`src/hw/rtl/rrps_pkg.sv`:
```
// Shared types and constants of the round-robin process scheduler.
// Holds operation and result codes, field widths and the queue entry type.
// Depends on nothing; every other file of the block uses it.
`timescale 1ns / 1ps

package rrps_pkg;

  localparam int OP_W    = 2;
  localparam int ID_W    = 16;
  localparam int ADDR_W  = 16;
  localparam int CODE_W  = 2;
  localparam int QCNT_W  = 5;
  localparam int TICK_W  = 16;

  localparam logic [TICK_W-1:0] QUANTUM_RESET = 16'd10;

  // Operation codes of an input word.
  localparam logic [OP_W-1:0] OP_TICK      = 2'd0;
  localparam logic [OP_W-1:0] OP_TERMINATE = 2'd1;
  localparam logic [OP_W-1:0] OP_ADD       = 2'd2;
  localparam logic [OP_W-1:0] OP_REMOVE    = 2'd3;

  // Result codes of an output word.
  localparam logic [CODE_W-1:0] RES_OK        = 2'd0;
  localparam logic [CODE_W-1:0] RES_NONE      = 2'd1;
  localparam logic [CODE_W-1:0] RES_FULL      = 2'd2;
  localparam logic [CODE_W-1:0] RES_NOT_FOUND = 2'd3;

  typedef struct packed {
    logic [ID_W-1:0]   id;
    logic [ADDR_W-1:0] addr;
  } entry_t;

  // Per-cell control: load the new entry, or shift, taking either the
  // right-hand neighbour or the recirculated head.
  typedef struct packed {
    logic take_in;
    logic shift;
    logic take_head;
  } cell_ctl_t;

endpackage

```
`src/hw/rtl/rrps_in_if.sv`:
```
// Input channel of the round-robin process scheduler: valid, ready and one
// request word. Depends on rrps_pkg for the field widths.
`timescale 1ns / 1ps

interface rrps_in_if;
  logic                        valid;
  logic                        ready;
  logic [rrps_pkg::OP_W-1:0]   operation;
  logic [rrps_pkg::ID_W-1:0]   pid;
  logic [rrps_pkg::ADDR_W-1:0] base;

  modport source (output valid, output operation, output pid, output base, input ready);
  modport sink (input valid, input operation, input pid, input base, output ready);
endinterface

```
`src/hw/rtl/rrps_out_if.sv`:
```
// Result channel of the round-robin process scheduler: valid, ready and one
// result word. Depends on rrps_pkg for the field widths.
`timescale 1ns / 1ps

interface rrps_out_if;
  logic                        valid;
  logic                        ready;
  logic [rrps_pkg::CODE_W-1:0] result_code;
  logic                        switched;
  logic [rrps_pkg::ID_W-1:0]   current_pid;
  logic [rrps_pkg::ADDR_W-1:0] current_base;
  logic [rrps_pkg::QCNT_W-1:0] queue_count;

  modport source (output valid, output result_code, output switched, output current_pid,
                  output current_base, output queue_count, input ready);
  modport sink (input valid, input result_code, input switched, input current_pid,
                input current_base, input queue_count, output ready);
endinterface

```
`src/hw/rtl/rrps_cfg_if.sv`:
```
// Configuration write channel of the round-robin process scheduler, carrying
// the quantum. Depends on rrps_pkg for the width.
`timescale 1ns / 1ps

interface rrps_cfg_if;
  logic                        valid;
  logic                        ready;
  logic [rrps_pkg::TICK_W-1:0] data;

  modport source (output valid, output data, input ready);
  modport sink (input valid, input data, output ready);
endinterface

```
`src/hw/rtl/rrps_cell.sv`:
```
// One slot of the scheduler's shifting ready queue.
// Depends on rrps_pkg for the entry and control types.
`timescale 1ns / 1ps

module rrps_cell (
  input  logic               clk,
  input  rrps_pkg::cell_ctl_t ctl,
  input  rrps_pkg::entry_t   new_entry,
  input  rrps_pkg::entry_t   right_entry,
  input  rrps_pkg::entry_t   head_entry,
  output rrps_pkg::entry_t   entry
);

  rrps_pkg::entry_t entry_r;
  rrps_pkg::entry_t entry_nxt;

  always_comb begin
    entry_nxt = entry_r;
    if (ctl.take_in) begin
      entry_nxt = new_entry;
    end else if (ctl.shift) begin
      entry_nxt = ctl.take_head ? head_entry : right_entry;
    end
  end

  always_ff @(posedge clk) begin
    entry_r <= entry_nxt;
  end

  assign entry = entry_r;

endmodule

```
`src/hw/rtl/round_robin_process_scheduler_unit.sv`:
```
// Round-robin process scheduler. The ready queue is a row of DEPTH cells with
// the running process always in the first cell; each cell either keeps its
// entry, loads a new one, or takes its right-hand neighbour's entry or the
// recirculated head, so a rotation or a termination is one shift of the whole
// row. A tick, a terminate or an add is accepted in the idle state, goes to the
// done state, and from there reaches the result register once that register
// is free; the next word is accepted after that. A remove circulates the whole
// queue once past the comparator on the first cell, one entry a cycle, dropping
// the first match, in the walk state, and then goes on to the done state in the
// same way. The result register lets a new word in while the previous result
// waits; a second result then holds the input until the first one has been
// taken.
`timescale 1ns / 1ps

module round_robin_process_scheduler_unit #(
  parameter int DEPTH = 16
) (
  input logic           clk,
  input logic           rst_n,
  rrps_in_if.sink       in_ch,
  rrps_out_if.source    out_ch,
  rrps_cfg_if.sink      cfg_ch
);

  localparam int CNT_W = $clog2(DEPTH + 1);
  localparam logic [CNT_W-1:0] FULL_CNT = CNT_W'(DEPTH);
  localparam logic [CNT_W-1:0] ONE_CNT  = CNT_W'(1);

  localparam logic [1:0] S_IDLE = 2'd0;
  localparam logic [1:0] S_WALK = 2'd1;
  localparam logic [1:0] S_DONE = 2'd2;

  logic [1:0]                        state_r, state_nxt;
  logic [CNT_W-1:0]                  count_r, count_nxt;
  logic [CNT_W-1:0]                  step_r, step_nxt;
  logic [rrps_pkg::TICK_W-1:0]       slice_r, slice_nxt;
  logic [rrps_pkg::TICK_W-1:0]       quantum_r;
  logic [rrps_pkg::ID_W-1:0]         pid_r, pid_nxt;
  logic                              found_r, found_nxt;
  logic                              first_r, first_nxt;
  logic [rrps_pkg::CODE_W-1:0]       code_r, code_nxt;
  logic                              sw_r, sw_nxt;

  logic                              out_valid_r;
  logic [rrps_pkg::CODE_W-1:0]       out_code_r;
  logic                              out_sw_r;
  logic [rrps_pkg::ID_W-1:0]         out_pid_r;
  logic [rrps_pkg::ADDR_W-1:0]       out_base_r;
  logic [rrps_pkg::QCNT_W-1:0]       out_count_r;

  logic                              in_fire;
  logic                              out_load;
  logic                              do_shift;
  logic                              do_recirc;
  logic                              do_load;
  logic [CNT_W-1:0]                  tail_pos;
  logic                              head_match;

  rrps_pkg::entry_t                  new_entry;
  rrps_pkg::entry_t                  cell_q [DEPTH];

  assign in_fire   = in_ch.valid && in_ch.ready;
  assign in_ch.ready = (state_r == S_IDLE);
  assign cfg_ch.ready = 1'b1;
  assign out_load  = (state_r == S_DONE) && (!out_valid_r || out_ch.ready);
  assign new_entry = '{id: in_ch.pid, addr: in_ch.base};
  assign head_match = !found_r && (cell_q[0].id == pid_r);

  always_comb begin
    state_nxt = state_r;
    count_nxt = count_r;
    step_nxt  = step_r;
    slice_nxt = slice_r;
    pid_nxt   = pid_r;
    found_nxt = found_r;
    first_nxt = first_r;
    code_nxt  = code_r;
    sw_nxt    = sw_r;
    do_shift  = 1'b0;
    do_recirc = 1'b0;
    do_load   = 1'b0;
    tail_pos  = count_r - ONE_CNT;

    unique case (state_r)
      S_IDLE: begin
        if (in_fire) begin
          state_nxt = S_DONE;
          code_nxt  = rrps_pkg::RES_OK;
          sw_nxt    = 1'b0;
          unique case (in_ch.operation)
            rrps_pkg::OP_TICK: begin
              if (count_r == '0) begin
                code_nxt = rrps_pkg::RES_NONE;
              end else if (slice_r == quantum_r) begin
                slice_nxt = '0;
                if (count_r > ONE_CNT) begin
                  do_shift  = 1'b1;
                  do_recirc = 1'b1;
                  sw_nxt    = 1'b1;
                end
              end else begin
                slice_nxt = slice_r + 1'b1;
              end
            end
            rrps_pkg::OP_TERMINATE: begin
              if (count_r == '0) begin
                code_nxt = rrps_pkg::RES_NONE;
              end else begin
                do_shift  = 1'b1;
                count_nxt = count_r - ONE_CNT;
                slice_nxt = '0;
                if (count_r == ONE_CNT) begin
                  code_nxt = rrps_pkg::RES_NONE;
                end else begin
                  sw_nxt = 1'b1;
                end
              end
            end
            rrps_pkg::OP_ADD: begin
              if (count_r >= FULL_CNT) begin
                code_nxt = rrps_pkg::RES_FULL;
              end else begin
                do_load   = 1'b1;
                count_nxt = count_r + ONE_CNT;
                if (count_r == '0) begin
                  sw_nxt    = 1'b1;
                  slice_nxt = '0;
                end
              end
            end
            rrps_pkg::OP_REMOVE: begin
              if (count_r == '0) begin
                code_nxt = rrps_pkg::RES_NONE;
              end else begin
                state_nxt = S_WALK;
                step_nxt  = count_r;
                pid_nxt   = in_ch.pid;
                found_nxt = 1'b0;
                first_nxt = 1'b1;
              end
            end
            default: begin
              code_nxt = rrps_pkg::RES_OK;
            end
          endcase
        end
      end
      S_WALK: begin
        // Every entry passes the first cell once; the first match is
        // dropped, all others go back in at the tail in their old order.
        do_shift  = 1'b1;
        do_recirc = !head_match;
        first_nxt = 1'b0;
        step_nxt  = step_r - ONE_CNT;
        if (head_match) begin
          found_nxt = 1'b1;
          count_nxt = count_r - ONE_CNT;
          if (first_r) begin
            slice_nxt = '0;
          end
        end
        if (step_r == ONE_CNT) begin
          state_nxt = S_DONE;
          if (!(found_r || head_match)) begin
            code_nxt = rrps_pkg::RES_NOT_FOUND;
            sw_nxt   = 1'b0;
          end else if (count_nxt == '0) begin
            code_nxt = rrps_pkg::RES_NONE;
            sw_nxt   = 1'b0;
          end else begin
            code_nxt = rrps_pkg::RES_OK;
            sw_nxt   = first_r && head_match;
          end
        end else if (first_r && head_match) begin
          // Remember that the head itself went; reported at the end.
          sw_nxt = 1'b1;
        end else if (first_r) begin
          sw_nxt = 1'b0;
        end
      end
      S_DONE: begin
        if (out_load) begin
          state_nxt = S_IDLE;
        end
      end
      default: begin
        state_nxt = S_IDLE;
      end
    endcase
  end

  // The last-step switched flag must include a head match seen earlier.
  logic sw_fix;
  assign sw_fix = (state_r == S_WALK) && (step_r == ONE_CNT) && (code_nxt == rrps_pkg::RES_OK)
                  && !first_r && sw_r;

  generate
    for (genvar k = 0; k < DEPTH; k++) begin : g_cell
      localparam logic [CNT_W-1:0] POS = CNT_W'(k);
      rrps_pkg::cell_ctl_t ctl;
      rrps_pkg::entry_t    right_entry;

      assign ctl.take_in   = do_load && (count_r == POS);
      assign ctl.shift     = do_shift;
      assign ctl.take_head = do_recirc && (tail_pos == POS);
      if (k == DEPTH - 1) begin : g_last
        assign right_entry = cell_q[k];
      end else begin : g_mid
        assign right_entry = cell_q[k+1];
      end

      rrps_cell u_cell (
        .clk         (clk),
        .ctl         (ctl),
        .new_entry   (new_entry),
        .right_entry (right_entry),
        .head_entry  (cell_q[0]),
        .entry       (cell_q[k])
      );
    end
  endgenerate

  always_ff @(posedge clk) begin
    if (!rst_n) begin
      state_r     <= S_IDLE;
      count_r     <= '0;
      step_r      <= '0;
      slice_r     <= '0;
      quantum_r   <= rrps_pkg::QUANTUM_RESET;
      found_r     <= 1'b0;
      first_r     <= 1'b0;
      out_valid_r <= 1'b0;
    end else begin
      state_r <= state_nxt;
      count_r <= count_nxt;
      step_r  <= step_nxt;
      slice_r <= slice_nxt;
      found_r <= found_nxt;
      first_r <= first_nxt;
      if (cfg_ch.valid && cfg_ch.ready) begin
        quantum_r <= cfg_ch.data;
      end
      if (out_load) begin
        out_valid_r <= 1'b1;
      end else if (out_ch.ready) begin
        out_valid_r <= 1'b0;
      end
    end
  end

  always_ff @(posedge clk) begin
    pid_r  <= pid_nxt;
    code_r <= code_nxt;
    sw_r   <= sw_nxt || sw_fix;
    if (out_load) begin
      out_code_r  <= code_r;
      out_sw_r    <= sw_r;
      out_count_r <= rrps_pkg::QCNT_W'(count_r);
      if (count_r != '0) begin
        out_pid_r  <= cell_q[0].id;
        out_base_r <= cell_q[0].addr;
      end else begin
        out_pid_r  <= '0;
        out_base_r <= '0;
      end
    end
  end

  assign out_ch.valid        = out_valid_r;
  assign out_ch.result_code  = out_code_r;
  assign out_ch.switched     = out_sw_r;
  assign out_ch.current_pid  = out_pid_r;
  assign out_ch.current_base = out_base_r;
  assign out_ch.queue_count  = out_count_r;

endmodule

```
`src/flat_wrapper.sv`:
```
// flat-port wrapper written by rule: the top's interface ports become plain ports
module round_robin_process_scheduler_unit_flat 
#(
  parameter int DEPTH = 16
)
  (clk, rst_n, in_ch_valid, in_ch_operation, in_ch_pid, in_ch_base, in_ch_ready, out_ch_valid, out_ch_result_code, out_ch_switched, out_ch_current_pid, out_ch_current_base, out_ch_queue_count, out_ch_ready, cfg_ch_valid, cfg_ch_data, cfg_ch_ready);
  rrps_in_if in_ch_i ();
  rrps_out_if out_ch_i ();
  rrps_cfg_if cfg_ch_i ();
  input logic clk;
  input logic rst_n;
  input wire logic [$bits(in_ch_i.valid)-1:0] in_ch_valid;
  input wire logic [$bits(in_ch_i.operation)-1:0] in_ch_operation;
  input wire logic [$bits(in_ch_i.pid)-1:0] in_ch_pid;
  input wire logic [$bits(in_ch_i.base)-1:0] in_ch_base;
  output wire logic [$bits(in_ch_i.ready)-1:0] in_ch_ready;
  output wire logic [$bits(out_ch_i.valid)-1:0] out_ch_valid;
  output wire logic [$bits(out_ch_i.result_code)-1:0] out_ch_result_code;
  output wire logic [$bits(out_ch_i.switched)-1:0] out_ch_switched;
  output wire logic [$bits(out_ch_i.current_pid)-1:0] out_ch_current_pid;
  output wire logic [$bits(out_ch_i.current_base)-1:0] out_ch_current_base;
  output wire logic [$bits(out_ch_i.queue_count)-1:0] out_ch_queue_count;
  input wire logic [$bits(out_ch_i.ready)-1:0] out_ch_ready;
  input wire logic [$bits(cfg_ch_i.valid)-1:0] cfg_ch_valid;
  input wire logic [$bits(cfg_ch_i.data)-1:0] cfg_ch_data;
  output wire logic [$bits(cfg_ch_i.ready)-1:0] cfg_ch_ready;
  assign in_ch_i.valid = in_ch_valid;
  assign in_ch_i.operation = in_ch_operation;
  assign in_ch_i.pid = in_ch_pid;
  assign in_ch_i.base = in_ch_base;
  assign in_ch_ready = in_ch_i.ready;
  assign out_ch_valid = out_ch_i.valid;
  assign out_ch_result_code = out_ch_i.result_code;
  assign out_ch_switched = out_ch_i.switched;
  assign out_ch_current_pid = out_ch_i.current_pid;
  assign out_ch_current_base = out_ch_i.current_base;
  assign out_ch_queue_count = out_ch_i.queue_count;
  assign out_ch_i.ready = out_ch_ready;
  assign cfg_ch_i.valid = cfg_ch_valid;
  assign cfg_ch_i.data = cfg_ch_data;
  assign cfg_ch_ready = cfg_ch_i.ready;
  round_robin_process_scheduler_unit #(.DEPTH(DEPTH)) u_core (.clk(clk), .rst_n(rst_n), .in_ch(in_ch_i), .out_ch(out_ch_i), .cfg_ch(cfg_ch_i));
endmodule
```
`config.mk`:
```
export PLATFORM = sky130hd
export DESIGN_NAME = round_robin_process_scheduler_unit_flat
export DESIGN_NICKNAME = d
export VERILOG_FILES = /design/src/hw/rtl/rrps_pkg.sv /design/src/hw/rtl/rrps_in_if.sv /design/src/hw/rtl/rrps_out_if.sv /design/src/hw/rtl/rrps_cfg_if.sv /design/src/hw/rtl/rrps_cell.sv /design/src/hw/rtl/round_robin_process_scheduler_unit.sv /design/src/flat_wrapper.sv
export SDC_FILE = /design/constraint.sdc
export NUM_CORES = 1
export LEC_CHECK = 0
export BUFFER_PORTS_ARGS = -buffer_cell sky130_fd_sc_hd__buf_2
export CORE_ASPECT_RATIO = 1.5
export CORE_MARGIN = 8
export CORE_UTILIZATION = 25
export CTS_CLUSTER_SIZE = 24
export DETAILED_ROUTE_END_ITERATION = 10
export GPL_TIMING_DRIVEN = 0
export HOLD_SLACK_MARGIN = 0.12
export PLACE_DENSITY_LB_ADDON = 0.25
export SLEW_MARGIN = 10
export SYNTH_ARGS = -nofsm -noshare
export SYNTH_HDL_FRONTEND = slang
export SYNTH_SLANG_ARGS = --single-unit
export TNS_END_PERCENT = 1
```
`constraint.sdc`:
```
create_clock -name clk -period 5.9 [get_ports clk]
set_clock_uncertainty 0.2 [all_clocks]
set_input_delay 0.295 -clock clk [delete_from_list [all_inputs] [get_ports clk]]
set_output_delay 0.295 -clock clk [all_outputs]
set_load 0.01 [all_outputs]
```
# Word-level counts from Yosys, hierarchy flattened
# Index checks and enable logic that the tools add are counted.
[totals]
regBits = 618
in_bits = 55
out_inout_bits = 43
elab_cells = 311
[classes]
addsub = 4
order_cmp = 2
eq_ne = 52
n_mux = 122
bitwise_logic = 1
n_reduce_logical = 82
[ops]
columns = ["cell", "n"]
rows = [
  ["2-to-1 mux 32 bit", 48],
  ["2-to-1 mux 16 bit", 8],
  ["== test 5 x 4 -> 1 bit, second input constant", 16],
  ["case mux 16 bit (3 select lines)", 1],
  ["== test 5 x 3 -> 1 bit, second input constant", 8],
  ["logical AND 1 bit", 40],
  ["2-to-1 mux 5 bit", 8],
  ["nonzero test 2 bit", 19],
  ["2-to-1 mux 1 bit", 33],
  ["== test 16 bit", 2],
  ["case mux 16 bit (2 select lines)", 1],
  ["case mux 5 bit (2 select lines)", 3],
  ["== test 5 x 2 -> 1 bit, second input constant", 4],
  ["2-to-1 mux 2 bit", 10],
  ["adder 16 x 1 -> 16 bit, second input constant", 1],
  ["== test 5 x 1 -> 1 bit, second input constant", 3],
  ["logical NOT 5 bit", 3],
  ["inequality test 3 bit, second input constant", 5],
  ["case mux 1 bit (2 select lines)", 6],
  ["case mux 2 bit (3 select lines)", 2],
  ["AND reduction 5 bit", 2],
  ["subtractor 5 x 1 -> 5 bit, second input constant", 2],
  ["AND reduction 9 bit", 1],
  ["inequality test 2 x 1 -> 1 bit, second input constant", 4],
  ["18 further kinds", 33],
]

# Longest topological paths before layout
[depth]
word_depth = 14
mapped_depth = 13

# Hierarchy
# From an unflattened synthesis, not the netlist that was laid out.
[unflattened]
hier_cells = 2788
hier_area_um2 = 32150.8
[modules_own_cells]
columns = ["mod", "n_inst", "cells_each", "area_each_um2"]
rows = [
  ["rrps_cell", 16, 140, 1672.9],
  ["round_robin_process_scheduler_unit", 1, 548, 5385.2],
]

# Worst setup path after synthesis
# No wires, ideal clock.
[synth_path]
kind = "register to register"
from = "reg u_core.count_r[0]"
to = "reg u_core.g_cell[15].u_cell.entry_r (netlist bit u_core.g_cell[15].u_cell.entry[0]) (enable)"
setup_ps = 470
arrival_ps = 4421
slack_ps = 809
stages_incl_launch_ff = 11
period_less_slack_ps = 5091
cell_sequence = "dfxtp_1 > buf_2 > inv_1 > ha_1 > clkbuf_1 > o31ai_2 > nand4_4 > buf_6 > nor2_1 > a21oi_1 > o31ai_1"
[synth_via]
elab_chain_cells = 10
word_cells_on_any_way = 25
classes_between = "1 x add/sub; 2 x order compare; 2 x eq/ne; 14 x mux; 6 x reduce/logical"
[synth_lines]
columns = ["element", "line", "text"]
rows = [
  ["from (decl)", "round_robin_process_scheduler_unit.sv:34", "logic [CNT_W-1:0] count_r, count_nxt;"],
  ["from (signal assigned)", "round_robin_process_scheduler_unit.sv:235", "count_r <= count_nxt;"],
  ["greater-than comparator 5 x 1 -> 1 bit", "round_robin_process_scheduler_unit.sv:96", "if (count_r > ONE_CNT) begin"],
  ["2-to-1 mux 1 bit", "round_robin_process_scheduler_unit.sv:96", ""],
  ["2-to-1 mux 1 bit", "round_robin_process_scheduler_unit.sv:94", "end else if (slice_r == quantum_r) begin"],
  ["2-to-1 mux 1 bit", "round_robin_process_scheduler_unit.sv:92", "if (count_r == '0) begin"],
  ["2-to-1 mux 1 bit", "round_robin_process_scheduler_unit.sv:90", "unique case (in_ch.operation)"],
  ["2-to-1 mux 1 bit", "round_robin_process_scheduler_unit.sv:86", "if (in_fire) begin"],
  ["case mux 1 bit (2 select lines)", "round_robin_process_scheduler_unit.sv:84", "unique case (state_r)"],
  ["logical AND 1 bit", "round_robin_process_scheduler_unit.sv:205", "assign ctl.take_head = do_recirc && (tail_pos == POS);"],
  ["nonzero test 2 bit (no source line)", "--", ""],
  ["AND reduction 2 bit (no source line) *", "--", ""],
  ["to (signal assigned)", "rrps_cell.sv:27", "entry_r <= entry_nxt;"],
  ["to (decl)", "rrps_cell.sv:14", "rrps_pkg::entry_t entry_r;"],
]
# Every way passes the cells marked *; elsewhere a longest branch is shown, timed or not.
# A chain may end at the register's enable or synchronous reset.

# Worst setup path in the final report
[layout_path]
from = "reg u_core.count_r[0]"
to = "reg u_core.g_cell[8].u_cell.entry_r (netlist bit u_core.g_cell[8].u_cell.entry[4]) (enable)"
[layout_via]
elab_chain_cells = 8
word_cells_on_any_way = 17
classes_between = "2 x order compare; 1 x eq/ne; 11 x mux; 3 x reduce/logical"
[layout_lines]
columns = ["element", "line"]
rows = [
  ["greater-than comparator 5 x 1 -> 1 bit", "round_robin_process_scheduler_unit.sv:96"],
  ["2-to-1 mux 1 bit", "round_robin_process_scheduler_unit.sv:96"],
  ["2-to-1 mux 1 bit", "round_robin_process_scheduler_unit.sv:94"],
  ["2-to-1 mux 1 bit", "round_robin_process_scheduler_unit.sv:92"],
  ["case mux 1 bit (2 select lines)", "round_robin_process_scheduler_unit.sv:90"],
  ["2-to-1 mux 1 bit", "round_robin_process_scheduler_unit.sv:86"],
  ["case mux 1 bit (2 select lines)", "round_robin_process_scheduler_unit.sv:84"],
  ["nonzero test 2 bit (no source line) *", "--"],
  ["to (signal assigned)", "rrps_cell.sv:27"],
  ["to (decl)", "rrps_cell.sv:14"],
]
# Marked as above.

==> metrics.md <==
| Metric | Value |
|---|---|
| Post-place setup slack | about 0.82 ns |
| Clock buffer count from CTS | 66 |
| Root Driver | clkbuf_16 |
| Synthesized cell area | ~35,000 um2 |
| CP startpoint | u_core.count_r[0]$_SDFFE_PN0P_ |
| Port-buffer cells | 95 |
| Worst Path Class, Setup | reg -> reg |
| Initial antenna violation count | 4 |
| Hold path cells | 7 |
| Clock sink total | 618 |
| Synth warn | 0 |
| Post-Syn Instances | 3,434 |
| Reg2Reg Capture Point | u_core.g_cell[8].u_cell.entry[4]$_DFFE_PP_ |
| Layout cells sized above 1 | 0.159 |
| Routed Antenna Nets | 0 |
| Drt wl/cell | 24.7 um |
| Final WS setup | approximately 0.73 ns |
| Slew margin rel. | 0.111 |
| Largest net degree at the start of global routing | 33 |
| Max-Cap Viols | 0 |
| Max H-tree Level | 3 |
| Initial Utilization | 0.251 |
| Synth Register Bits | 618 |
| Crit end category | flip-flop |
| Req. time, crit path | 5.91 ns |
| Syn Area/Cell | roughly 10 um2 |
| RSZ-0062 raised after global routing | false |
| Area Overhead vs Synth | 16.4% |
| Die area | 153,000 um2 |
| # hold bufs at CTS | 61 |
| Worst-path fanout max | 32 |
| DRT iter0 DRCs | 2,259 |
| Leak pwr | 13.4 nW |
| Final slew viol count | 0 |
| Worst hold path type | in -> reg |
| Number of global-route vias before repair | 30,300 |
| Syn nets | approximately 3,500 |
| Final min period | 5.17 ns |
| Nets | between 3,000 and 4,000 |
| Fmax achieved | 193 MHz |
| I/O pin cnt | 98 |
| Grt ovf | 0 |
| DRC viols | 0 |
| Dpl hpwl | 108,000 um |
| Util after Layout | 0.292 |
| R2R Path Start | u_core.count_r[0]$_SDFFE_PN0P_ |
| Post-synthesis async set-or-reset flop share | 0 |
| Clock latency on the worst-skew pair | approximately 0.67 ns |
| Synth area leader | edfxtp_1 |
| Global-route wire length before repair | just over 200,000 um |
| Clk buf depth | 3 |
| Top cells by area in the synthesized netlist | edfxtp_1 (49%), nand4_1 (7.9%), o211ai_1 (7.5%) |
| Worst-path clk slew | 0.06 ns |
| Outcome | finished clean |
| Vias per inst | 5.24 |
| RePlAce Congestion | 0.931 |
| Most used DFF post-synth | edfxtp_1 |
| # Post-CTS Setup Buffers | 0 |
| R2R Setup Slk | 0.73 ns |
| Sum Neg Setup Slack | 0 ns |
| Post-synth EDFFs | 568 |
| Setup crit start kind | flip-flop |
| # rows | 168 |
| Final hold vios | 0 |
| Max rail drop VDD | 0.143 mV |
| CTS tree | done |
| Core Footprint | 140,000 um2 |
| Die Height | about 470 um |
| WL final | 138,000 um |
| Worst-Margin Slew | 1.33 ns |
| WHS | ~0.2 ns |
| Vias | around 29,000 |
| Synth cell types | between 80 and 90 |
| Final period util | 0.876 |
| # resized after CTS | 0 |
| CP arrival | 5.18 ns |
| Synth top area share | 0.486 |
| DRT Pass-1 Iters | 7 |
| Setup violators final | 0 |
| Cells on worst reg2reg path | 11 |
| Die X-Extent | approximately 320 um |
| Pwr Density | between 200 and 300 nW/um2 |
| Sequential area share after synthesis | 0.515 |
| Critical Path Sink | u_core.g_cell[8].u_cell.entry[4]$_DFFE_PP_ |
| Total GRT Usage | 0.176 |
==> layout make-up <==
cell class / count / area [um2]
Clock inverter: 38 / 330
Antenna cell: 1 / 2.50
Buffer: 448 / 2090
Fill cell: 14600 / 98800
Tap cell: 1870 / 2340
Clock buffer: 80 / 1730
Sequential cell: 618 / 18100
Multi-Input combinational cell: 2349 / 14900
Inverter: 19 / 71.3
Timing Repair Buffer: 166 / 1280
==> kinds of logic after synthesis <==
kind of cell | count (synthesis) | synth area share
flops | 618 | 0.515
xor+xnor | 35 | 0.0100
mux | 82 | 0.0257
other cells | 1 | 0.000107
fa+ha+maj | 14 | 0.00500
compound gates | 608 | 0.146
simple gates | 1609 | 0.236
buf+inv | 467 | 0.0616
==> worst min-delay path by stage <==
stage	startpoint	end	slack, ns
after floorplan	in_ch_pid[0]	u_core.pid_r[0]$_DFFE_PP_	0.19
after global placement	u_core.count_r[4]$_SDFFE_PN0P_	u_core.out_ch.queue_count[4]$_DFFE_PP_	0.25
after detailed placement	u_core.code_r[1]$_DFF_P_	u_core.out_ch.result_code[1]$_DFFE_PP_	0.24
after CTS	in_ch_operation[0]	u_core.state_r[1]$_SDFFE_PN0P_	0.17
after global routing	cfg_ch_data[10]	u_core.quantum_r[10]$_SDFFE_PN0P_	0.25
final	in_ch_operation[0]	u_core.state_r[1]$_SDFFE_PN0P_	0.21
==> Yosys cell counts (4+ instances only) <==
library cell and count:
nor2_1 58, and4_1 5, a21oi_1 21, nor4_1 10, nor4_4 7, clkbuf_1 265, edfxtp_1 568, a211oi_1 8
and2_1 37, or2_2 4, buf_2 122, nor4_2 10, o32ai_1 5, ha_1 14, or3_1 6, buf_6 20
o21ai_1 15, o311ai_0 6, nand2b_1 8, xnor2_1 19, buf_4 19, o2111ai_2 4, o211ai_2 80, nor3b_1 4
inv_1 18, o21ai_0 54, buf_1 19, nand3_1 443, and3_1 5, mux2_2 64, a31oi_1 4, o211ai_1 349
dfxtp_1 50, xor2_1 10, nor3_1 12, mux2i_1 18, nand4_1 443, o2111ai_1 8, o41ai_1 7, a2111oi_4 12
xor2_2 6, nand2_1 534, nor2b_1 4
==> metrics by stage <==
stage               power [mW]  area (um2)  instances
floorplan                 6.40       35100       3434
global placement          7.11       37900       5399
detailed placement        7.14       38100       5409
CTS                       11.4       40800       5588
global route              11.7       40800       5589
finish                    11.3       40800       5589
==> worst max-delay path, stage by stage, from the launching register on <==
cell and delay, ns:
dfxtp_1 0.36, buf_2 0.22, inv_1 0.17, ha_1 0.21, clkbuf_1 0.67, o31ai_2 0.22, nand4_4 0.21, buf_6 0.22
nor2_1 0.16, a311oi_2 0.93, buf_2 0.53, nand2_2 0.58
==> state kept, by name (all words and copies together) (netlist names) <==
| register | count |
|---|---|
| u_core.code_r | 2 |
| u_core.out_ch.result_code | 2 |
| u_core.found_r | 1 |
| u_core.out_ch.current_pid | 16 |
| u_core.count_r | 5 |
| u_core.out_ch.queue_count | 5 |
| u_core.out_ch.switched | 1 |
| u_core.slice_r | 16 |
| u_core.g_cell.u_cell.entry | 512 |
| u_core.pid_r | 16 |
| u_core.quantum_r | 16 |
| u_core.step_r | 5 |
| u_core.first_r | 1 |
| u_core.sw_r | 1 |
| u_core.out_ch.valid | 1 |
| u_core.state_r | 2 |
| u_core.out_ch.current_base | 16 |
==> cells in the final DEF (no fill, tap or decap), drive strengths merged, types with 7 or more instances in the layout <==
cell and instances:
ha 14, xor2 16, dlygate4sd3 61, mux2i 18, nand3 443, edfxtp 568, and2 38, o311ai 7
clkbuf 346, nor2 59, a21oi 22, o2111ai 12, nand2 536, a211oi 8, nand2b 8, dfxtp 50
nor3 13, inv 25, or3 7, buf 287, a2111oi 12, o21ai 69, o211ai 429, nor4 27
mux2 64, o41ai 7, xnor2 19, nand4 445, clkinv 26
==> metal layers <==
layer	track usage	routed length (um)	vias to the layer above
met5	0	27	-
met4	0.119	9980	4
met3	0.0220	6140	351
met2	0.329	72100	990
met1	0.183	50000	14200
li1	-	-	13700
==> power breakdown <==
group | switching, mW | internal [mW] | leakage (nW)
logic | 1.22 | 0.491 | 6.83
registers | 0.139 | 5.24 | 5.60
clock network | 1.92 | 2.28 | 1.01
total | 3.28 | 8.01 | 13.4
No activity file was read; power rests on OpenSTA's default activity.
